[config.mk]
export PLATFORM = sky130hd
export DESIGN_NAME = mfvn_mul
export DESIGN_NICKNAME = d
export VERILOG_FILES = /design/src/hw/rtl/mfvn_pkg.sv /design/src/hw/rtl/mfvn_mul.sv
export SDC_FILE = /design/constraint.sdc
export NUM_CORES = 2
export LEC_CHECK = 0
export BUFFER_PORTS_ARGS = -buffer_cell sky130_fd_sc_hd__buf_2
export CORE_MARGIN = 3
export CORE_UTILIZATION = 65
export CTS_CLUSTER_DIAMETER = 200
export CTS_CLUSTER_SIZE = 10
export DETAILED_ROUTE_END_ITERATION = 16
export GPL_ROUTABILITY_DRIVEN = 0
export PLACE_DENSITY = 0.87
export SKIP_CTS_REPAIR_TIMING = 1
export SYNTH_ARGS = -nofsm -noshare
export SYNTH_HDL_FRONTEND = slang
export SYNTH_SLANG_ARGS = --single-unit
export TNS_END_PERCENT = 50
[constraint.sdc]
create_clock -name clk -period 21.6 [get_ports clk]
set_clock_uncertainty 0.1 [all_clocks]
set_input_delay 2.16 -clock clk [delete_from_list [all_inputs] [get_ports clk]]
set_output_delay 2.16 -clock clk [all_outputs]
set_load 0.02 [all_outputs]
[src/hw/rtl/mfvn_pkg.sv]
// Shared constants and types for the mesh face and vertex normal block.
// No dependencies; imported by every module of the block.
package mfvn_pkg;

  localparam int COORD_BITS = 16;
  localparam int FRAC_BITS  = 14;
  localparam int SUM_BITS   = 23;
  localparam int OUT_BITS   = 16;
  localparam int VEC_BITS   = 36;   // signed vector component into the normaliser
  localparam int MUL_BITS   = 32;   // shared multiplier operand width
  localparam int PROD_BITS  = 64;

  typedef logic signed [VEC_BITS-1:0] vec_t;
  typedef logic signed [OUT_BITS-1:0] nrm_t;

  typedef struct packed {
    logic signed [MUL_BITS-1:0] a;
    logic signed [MUL_BITS-1:0] b;
  } mul_req_t;

  typedef struct packed {
    logic busy;
    logic done;
    logic zero;
  } norm_stat_t;

endpackage

[src/hw/rtl/mfvn_mul.sv]
// Shared signed multiplier with a registered product.
// Depends on mfvn_pkg.
module mfvn_mul (
  input  logic                                  clk,
  input  mfvn_pkg::mul_req_t                    req,
  output logic signed [mfvn_pkg::PROD_BITS-1:0] prod_r
);
  import mfvn_pkg::*;

  always_ff @(posedge clk) begin
    prod_r <= PROD_BITS'(req.a * req.b);
  end

endmodule

==> metrics.cfg <==
[clock_network]
cts.sinks = 64
path_clk_slew_ns = 0.07
clock_path_buffers = 2
cts_tree = built
cts-root-buf = clkbuf_16
numCtsBuffers = 9
htree_levels = 3

[worst_setup_path]
path_class = in2reg
critPathMaxFanout = 32
arrival_ns = 10.90
worstSetupStartpointType = input port
required_ns = 21.83
cp-end-kind = register

[global_route]
antenna_found_initial = 12
grt_pass1_wl_mm = 161.7
overflow = 0
grt_max_degree = 33
grt_pass1_vias = 30820
grt_usage_pct = 35.11

[sta]
relSlewSlack_pct = 33.06
fin_crit_ns = 10.67
fin_setup_tns_ns = 0
tightest_slew_ns = 1.003
max_freq_mhz = 93.76
whs_ns = 2.255
final-setup-viol-count = 0
post-route-period-util_pct = 49.38
rsz0062_at_grt = false
hold_viol = 0
drv_slew = 0

[floorplan]
die_w_um = 245.4
die_y_um = 245.4
initial_core_util_pct = 65.92
core_area_sq_um = 56500
io_pins = 129
die_area_sq_um = 60200
rows = 87

[layout]
largest_register_ffs = 64
fillers = 4006
final_area_sq_um = 38540
layout.nets = 5167
area_delta_synth_final_pct = 3.491
final_cell_mix = 1082 x fa_1, 952 x inv_1, 516 x and2_1
largest_register = prod_r
reg_top3 = prod_r (64)
layout-drive-gt1-share_pct = 4.686
layout.cells.most_common = fa_1

[synth]
avgSynthCellArea_sq_um = 9.589
yosysTopAreaCell = fa_1
synth_top_area_share_pct = 58.16
syn_nets = 5215
ys_warn_count = 0
synthesis.area_sq_um = 37240
synth_area_leaders = fa_1 58%, inv_1 9.6%, and2_1 8.7%
synth_ff_type = dfxtp_1
synthCells = 3884
ys_seq_area_share_pct = 3.440
synth-seq-cells = 64
synth_async_sr_flop_share_pct = 0
synth_cell_types = 63
synth_edf_count = 0

[route]
drt_wl_total_mm = 98.53
wl_per_cell_um = 21.40
ant_nets = 0
drt-initial-drc-count = 2319
drt-pass1-iter-count = 10
vias = 26900
via_per_inst = 5.842
drcViolationCount = 0

[min_path]
hold_class = in2reg
whs_endpoint = prod_r[0]
hp-start = req[32]
worstHoldPathCells = 2

[placed_design]
io_buffers = 128
dp_hpwl_mm = 79.61
placed_area_sq_um = 38170

[status]
outcome = finished clean

[job]
maxCapViolCount = 0

==> worst max-delay path, stage by stage <==
cell	delay [ns]
buf_2	0.53
nand2_1	0.26
inv_1	0.14
fa_1	0.42
inv_1	0.25
fa_1	0.47
inv_1	0.22
fa_1	0.51
fa_1	0.85
inv_1	0.40
fa_1	0.61
inv_1	0.06
fa_1	0.55
inv_1	0.05
fa_1	0.49
inv_1	0.07
fa_1	0.46
ha_1	0.40
and3_1	0.21
nand2_1	0.10
or3_1	0.38
o211ai_1	0.54
a31oi_1	0.26
o31ai_1	0.29
xor2_1	0.17
==> cell type report <==
cell class / instances / area, sq um / share of cell area [%]
antenna: 8 / 20.02 / 0.05194
clock buffer: 9 / 225.2 / 0.5843
clock inverter: 7 / 125.1 / 0.3246
inverter: 952 / 3573 / 9.272
multi-input combinational: 2668 / 31630 / 82.07
sequential: 64 / 1281 / 3.324
tap: 756 / 945.9 / 2.454
timing repair buffer: 141 / 738.2 / 1.915
==> per-layer routing <==
metal	vias up	GRT usage (%)	routed length, um
met3	464	10.76	12060
met5	-	0	47
li1	10940	-	-
met1	13690	43.26	33420
met4	8	18.34	5934
met2	1796	56.31	47070
==> synthesized netlist by cell type, types with 4 or more instances <==
| library cell | instances |
|---|---|
| xnor2_1 | 53 |
| dfxtp_1 | 64 |
| or3_1 | 4 |
| inv_1 | 952 |
| and3_1 | 7 |
| o21bai_1 | 15 |
| nand4_1 | 7 |
| a21o_1 | 23 |
| nand2_1 | 511 |
| nand3_1 | 15 |
| o31ai_1 | 6 |
| a21oi_1 | 68 |
| xor2_1 | 22 |
| a31oi_1 | 12 |
| clkbuf_1 | 195 |
| nand2b_1 | 9 |
| and2_1 | 516 |
| o21a_1 | 4 |
| ha_1 | 184 |
| nor3_1 | 6 |
| o21ai_0 | 28 |
| fa_1 | 1082 |
| nor2_1 | 42 |
| a211oi_1 | 4 |
==> stage by stage <==
| step | util, % | std cells | worst slack, ns |
|---|---|---|---|
| global placement | 67.57 | 4581 | 10.81 |
| CTS | 68.19 | 4597 | 11.06 |
| floorplan | - | 3884 | 12.08 |
| global route | 68.20 | 4600 | 10.64 |
| detailed placement | 67.57 | 4581 | 10.68 |
| finish | 68.22 | 4605 | 10.93 |
==> cells by family (layout without fill, tap and decap cells) <==
| group | after synthesis | count (layout) | share of synthesized area, % |
|---|---|---|---|
| xor gates and xnor gates | 75 | 75 | 1.764 |
| AOI/OAI and AO/OA | 193 | 193 | 3.464 |
| adders and majority gates | 1266 | 1266 | 64.34 |
| and+or+nand+nor | 1134 | 1134 | 15.37 |
| other | 0 | 8 | 0 |
| DFF | 64 | 64 | 3.440 |
| buffers and inverters | 1152 | 1109 | 11.62 |
==> how the worst max path moves through the flow <==
stage,from,cells after the start,end,slack (ns)
global route,req[2],23,prod_r[62],10.64
global placement,req[2],23,prod_r[62],10.81
CTS,req[2],23,prod_r[62],11.06
finish,req[5],25,prod_r[62],10.93
floorplan,req[2],24,prod_r[62],12.08
detailed placement,req[2],23,prod_r[62],10.68
Power is not shown: default switching activity piles up to over one toggle a cycle in this logic, so the estimate is an artifact.
