<file path="src/hw/rtl/mfvn_pkg.sv">
// Shared constants and types for the mesh face and vertex normal block.
// No dependencies; imported by every module of the block.
package mfvn_pkg;

  localparam int COORD_BITS = 16;
  localparam int FRAC_BITS  = 14;
  localparam int SUM_BITS   = 23;
  localparam int OUT_BITS   = 16;
  localparam int VEC_BITS   = 36;   // signed vector component into the normaliser
  localparam int MUL_BITS   = 32;   // shared multiplier operand width
  localparam int PROD_BITS  = 64;

  typedef logic signed [VEC_BITS-1:0] vec_t;
  typedef logic signed [OUT_BITS-1:0] nrm_t;

  typedef struct packed {
    logic signed [MUL_BITS-1:0] a;
    logic signed [MUL_BITS-1:0] b;
  } mul_req_t;

  typedef struct packed {
    logic busy;
    logic done;
    logic zero;
  } norm_stat_t;

endpackage

</file>
<file path="src/hw/rtl/mfvn_norm.sv">
// Vector normaliser: block shift, sum of squares on the shared multiplier,
// bit-serial square root and restoring division. Depends on mfvn_pkg.
module mfvn_norm (
  input  logic                                  clk,
  input  logic                                  rst_n,
  input  logic                                  start,
  input  mfvn_pkg::vec_t                        vx,
  input  mfvn_pkg::vec_t                        vy,
  input  mfvn_pkg::vec_t                        vz,
  output mfvn_pkg::mul_req_t                    mreq,
  input  logic signed [mfvn_pkg::PROD_BITS-1:0] prod,
  output mfvn_pkg::norm_stat_t                  stat,
  output mfvn_pkg::nrm_t                        qx,
  output mfvn_pkg::nrm_t                        qy,
  output mfvn_pkg::nrm_t                        qz
);
  import mfvn_pkg::*;

  typedef enum logic [2:0] {S_IDLE, S_SHIFT, S_SQ, S_SQRT, S_DIV} st_t;

  st_t         state_r;
  logic [34:0] m_r [3];
  logic        neg_r [3];
  logic [63:0] s_r;
  logic [63:0] res_r;
  logic [4:0]  k_r;
  logic [1:0]  cnt_r;
  logic [1:0]  ci_r;
  logic [3:0]  j_r;
  logic [31:0] rem_r;
  logic [14:0] low_r;
  logic [14:0] q_r;
  nrm_t        q_r_out [3];
  logic        done_r;
  logic        zero_r;

  logic [34:0] top;
  logic [63:0] sq_bit;
  logic [63:0] sq_trial;
  logic [31:0] rt;
  logic [29:0] m_sel;
  logic [44:0] num;
  logic [32:0] rem2;
  logic        qbit;
  logic [14:0] q_nxt;
  logic [34:0] sq_op;

  assign top      = m_r[0] | m_r[1] | m_r[2];
  assign sq_bit   = 64'(1) << {k_r, 1'b0};
  assign sq_trial = res_r + sq_bit;
  assign rt       = res_r[31:0];
  assign m_sel    = m_r[ci_r][29:0];
  assign num      = {1'b0, m_sel, {FRAC_BITS{1'b0}}} + 45'(rt >> 1);
  assign rem2     = {rem_r, low_r[14]};
  assign qbit     = (rem2 >= {1'b0, rt});
  assign q_nxt    = {q_r[13:0], qbit};

  always_comb begin
    case (cnt_r)
      2'd0:    sq_op = m_r[0];
      2'd1:    sq_op = m_r[1];
      2'd2:    sq_op = m_r[2];
      default: sq_op = '0;
    endcase
  end

  assign mreq.a = {2'b00, sq_op[29:0]};
  assign mreq.b = {2'b00, sq_op[29:0]};

  assign stat.busy = (state_r != S_IDLE);
  assign stat.done = done_r;
  assign stat.zero = zero_r;
  assign qx = q_r_out[0];
  assign qy = q_r_out[1];
  assign qz = q_r_out[2];

  always_ff @(posedge clk) begin
    done_r <= 1'b0;
    if (!rst_n) begin
      state_r <= S_IDLE;
      zero_r  <= 1'b0;
    end else begin
      case (state_r)
        S_IDLE: begin
          if (start) begin
            m_r[0]  <= vx[VEC_BITS-1] ? 35'(-vx) : vx[34:0];
            m_r[1]  <= vy[VEC_BITS-1] ? 35'(-vy) : vy[34:0];
            m_r[2]  <= vz[VEC_BITS-1] ? 35'(-vz) : vz[34:0];
            neg_r[0] <= vx[VEC_BITS-1];
            neg_r[1] <= vy[VEC_BITS-1];
            neg_r[2] <= vz[VEC_BITS-1];
            state_r <= S_SHIFT;
          end
        end
        S_SHIFT: begin
          if (top == '0) begin
            // zero vector: zero result, flag it
            for (int i = 0; i < 3; i++) q_r_out[i] <= '0;
            zero_r  <= 1'b1;
            done_r  <= 1'b1;
            state_r <= S_IDLE;
          end else if (top[34:30] != '0) begin
            for (int i = 0; i < 3; i++) m_r[i] <= m_r[i] >> 1;
          end else if (!top[29]) begin
            for (int i = 0; i < 3; i++) m_r[i] <= m_r[i] << 1;
          end else begin
            cnt_r   <= '0;
            state_r <= S_SQ;
          end
        end
        S_SQ: begin
          if (cnt_r == 2'd0) s_r <= '0;
          else               s_r <= s_r + 64'(prod);
          if (cnt_r == 2'd3) begin
            res_r   <= '0;
            k_r     <= 5'd31;
            state_r <= S_SQRT;
          end
          cnt_r <= cnt_r + 2'd1;
        end
        S_SQRT: begin
          if (s_r >= sq_trial) begin
            s_r   <= s_r - sq_trial;
            res_r <= (res_r >> 1) + sq_bit;
          end else begin
            res_r <= res_r >> 1;
          end
          if (k_r == '0) begin
            ci_r    <= '0;
            j_r     <= '0;
            state_r <= S_DIV;
          end
          k_r <= k_r - 5'd1;
        end
        S_DIV: begin
          if (j_r == '0) begin
            rem_r <= 32'(num[44:15]);
            low_r <= num[14:0];
            q_r   <= '0;
          end else begin
            if (qbit) rem_r <= 32'(rem2 - {1'b0, rt});
            else      rem_r <= rem2[31:0];
            low_r <= low_r << 1;
            q_r   <= q_nxt;
            if (j_r == 4'd15) begin
              q_r_out[ci_r] <= neg_r[ci_r] ? -OUT_BITS'(q_nxt) : OUT_BITS'(q_nxt);
              if (ci_r == 2'd2) begin
                zero_r  <= 1'b0;
                done_r  <= 1'b1;
                state_r <= S_IDLE;
              end
              ci_r <= ci_r + 2'd1;
            end
          end
          j_r <= j_r + 4'd1;
        end
        default: state_r <= S_IDLE;
      endcase
    end
  end

endmodule

</file>
<file path="config.mk">
export PLATFORM = sky130hd
export DESIGN_NAME = mfvn_norm
export DESIGN_NICKNAME = d
export VERILOG_FILES = /design/src/hw/rtl/mfvn_pkg.sv /design/src/hw/rtl/mfvn_norm.sv
export SDC_FILE = /design/constraint.sdc
export NUM_CORES = 2
export LEC_CHECK = 0
export BUFFER_PORTS_ARGS = -buffer_cell sky130_fd_sc_hd__clkbuf_2
export CORE_ASPECT_RATIO = 1.4
export CORE_MARGIN = 8
export CORE_UTILIZATION = 55
export DETAILED_ROUTE_END_ITERATION = 12
export GPL_TIMING_DRIVEN = 0
export PLACE_DENSITY = 0.74
export SKIP_CTS_REPAIR_TIMING = 1
export SLEW_MARGIN = 20
export SYNTH_ARGS = -nofsm -noshare
export SYNTH_HDL_FRONTEND = slang
export SYNTH_SLANG_ARGS = --single-unit
export TNS_END_PERCENT = 10
</file>
<file path="constraint.sdc">
create_clock -name clk -period 11 [get_ports clk]
set_input_delay 0.55 -clock clk [delete_from_list [all_inputs] [get_ports clk]]
set_output_delay 0.55 -clock clk [all_outputs]
set_load 0.02 [all_outputs]
</file>
==> summary.md <==
| Metric | Value |
|---|---|
| Status | completed |
| Top FF cell, synth | edfxtp_1 |
| Worst Setup End Kind | register |
| Critical path class | register to register |
| First-pass GRT wire length | 188000 µm |
| Register Area | 10900 µm² |
| Slew Limit Fails | 0 |
| Multi-input gate area | 22500 µm² |
| Site Rows | 109 |
| GR Overflow Total | 0 |
| Leakage | 14.8 nW |
| Mapped cell area | 34900 µm² |
| First-pass DRT Iterations | 8 |
| Final worst setup slack | 1710 ps |
| Clock buffer depth | 3 |
| Clk sinks | 365 |
| Dpl ws | 1680 ps |
| Power per cell area | 91.4 nW/µm² |
| Inserted Clock Buffers | 39 |
| Placed insts | 5361 |
| Synth warn | 0 |
| Post-DP HPWL | 102000 µm |
| Die height | 314 µm |
| Hold Path Class | input pin to register |
| Top post-synthesis cells by count | nor2_1 (466), nand2_1 (454), a21oi_1 (379) |
| I/O Pins | 290 |
| Diode count | 0 |
| Tot GR Track Use | 33.3% |
| Vias | 34100 |
| Peak VDD IR | 0.118 mV |
| Mean Syn Cell Area | 8.24 µm² |
| Post-Layout Cell Count | 5432 |
| Most frequent cell after synthesis | nor2_1 |
| Tmin final | 9290 ps |
| Via/cell ratio | 6.27 |
| Initial antenna violation count | 1 |
| Post-Synthesis Cells | 4235 |
| Synth unique cells | 87 |
| Async SR Flop Fraction | 0% |
| Seq/Total Area, Yosys | 31.2% |
| Final Hold Viols | 0 |
| Fillers | 5821 |
| WL/cell | 23.2 µm |
| Slew headroom | 20.6% |
| Worst Tran Pin Value | 1180 ps |
| Worst-Skew Late Latency | 610 ps |
| I/O Buffers | 284 |
| Routed Wire Length | 126000 µm |
| Crit path launch type | register |
| Fmax | 0.108 GHz |
| RSZ-0062 raised after global routing | false |
| Vias in the first global route | 33400 |
| Post-DP Area | 37600 µm² |
| DRC viols | 0 |
| Layout cell share with drive strength beyond 1 | 10.2% |
| CORE AREA | 63000 µm² |
| Max-cap violation count | 0 |
| Synth-to-Final Area Change | 11.6% |
| Period Utilization, post-route | 84.5% |
| CTS tree | built |
| Die area | 71900 µm² |
| Clock Skews | 56.7 ps |
| Clock root cell | clkbuf_16 |
| Worst Path Required | 11350 ps |
| Die width | 229 µm |
| Final core utilization | 61.8% |
| Final setup fails | 0 |
| Final Cell Area | 38900 µm² |
| Gpl congestion | 1.03 |
| Iter 0 DRT Violations | 2780 |
| Top-area cell type share of the netlist area | 30.8% |
| Worst Path Arrival | 9640 ps |
| Antenna-violating nets left | 0 |
| CP Max Fanout | 25 |
| EDFF count, synth | 358 |
| Largest net degree at the start of global routing | 57 |
| Reg clk slew, reported paths | 70 ps |
| Hold slack | 192 ps |
| Synth top area cells | edfxtp_1 (31%), ha_1 (9.3%), xor2_1 (5.4%) |
| Synth area leader | edfxtp_1 |
| Fin nets | 5008 |
| Yosys reg bits | 365 |
| Htree depth | 2 |
| Initial Utilization | 55.4% |
## kinds of logic (layout without fill, tap and decap cells)
group | count (synthesis) | after routing | synth area share, %
and+or+nand+nor | 1445 | 1445 | 19.1
AOI/OAI and AO/OA | 1354 | 1354 | 24.4
xor gates and xnor gates | 400 | 400 | 10.0
DFF | 365 | 365 | 31.2
buffers and inverters | 360 | 722 | 4.32
adders and majority gates | 265 | 265 | 9.58
muxes | 45 | 45 | 1.32
other | 1 | 4 | 0.0107
## metrics by stage
step           power [W]  TNS (ps)
2_1_floorplan    0.00195         0
3_3_place_gp     0.00214    -82160
3_5_place_dp     0.00215         0
4_1_cts          0.00355         0
5_1_grt          0.00365         0
6_report         0.00356         0
## power by group
group	internal (W)	switching, W
registers	0.00158	0.0000854
logic	0.000187	0.000284
clock network	0.000789	0.000636
total	0.00255	0.00101
## layer usage
metal / track usage (%) / routed length, µm / vias up
li1: - / - / 16300
met1: 33.1 / 44000 / 16000
met2: 60.9 / 63100 / 1337
met3: 4.76 / 6890 / 402
met4: 27.7 / 11900 / 2
met5: 0 / 11 / -
## final timing paths
path | cells after the start | slack, ps | endpoint | start
hold / removal | 1 | 190 | neg_r[2]$_DFFE_PP_ | vz[35]
setup reg to reg | 27 | 1710 | s_r[3]$_DFFE_PP_ | k_r[0]$_SDFFCE_PN1P_
hold reg to reg | 2 | 490 | zero_r$_SDFFE_PN0P_ | zero_r$_SDFFE_PN0P_
setup / recovery | 27 | 1710 | s_r[3]$_DFFE_PP_ | k_r[0]$_SDFFCE_PN1P_
## state kept, by name (all words and copies together) (netlist names), 4 cells and up, named ones only
signal / cells
s_r: 64
m_r: 105
res_r: 64
k_r: 5
q_r_out: 48
rem_r: 32
q_r: 14
low_r: 15
j_r: 4
## critical path, cell delays in order, from the launching register on
cell	delay, ps
edfxtp_1	470
inv_1	140
ha_1	200
nand2b_1	130
or3_1	570
inv_1	190
ha_1	230
ha_1	240
o2111ai_1	130
o21ai_0	790
nand3_1	410
a21oi_1	310
nor3_1	170
o41ai_1	640
nor2b_1	200
o21ai_0	100
xor2_1	170
ha_1	360
a21o_1	180
a21oi_1	130
nor2_1	50
o41a_1	370
or3_1	410
o21ai_2	640
clkbuf_1	880
a21oi_4	400
buf_16	290
buf_16	170
## layout by cell type (no fill, tap or decap), drive strengths merged, types with 60 or more instances in the layout
cell type / n
clkbuf: 514
nor2: 466
nand2: 454
a21oi: 380
edfxtp: 358
o21ai: 343
ha: 259
xor2: 217
xnor2: 183
inv: 125
a21o: 99
nor3: 76
nand4: 74
a31oi: 72
nand3: 68
buf: 62
a211oi: 60
## area by class of cell
type                            count  share of cell area, %
Clock buffer                       46                   2.57
Inverter                          121                   1.17
Timing Repair Buffer              291                   4.11
Tap cell                          832                   2.67
Multi-Input combinational cell   3513                   57.9
Sequential cell                   365                   28.0
Clock inverter                     25                  0.852
Buffer                            239                   2.71
(Power assumes the default switching activity.)
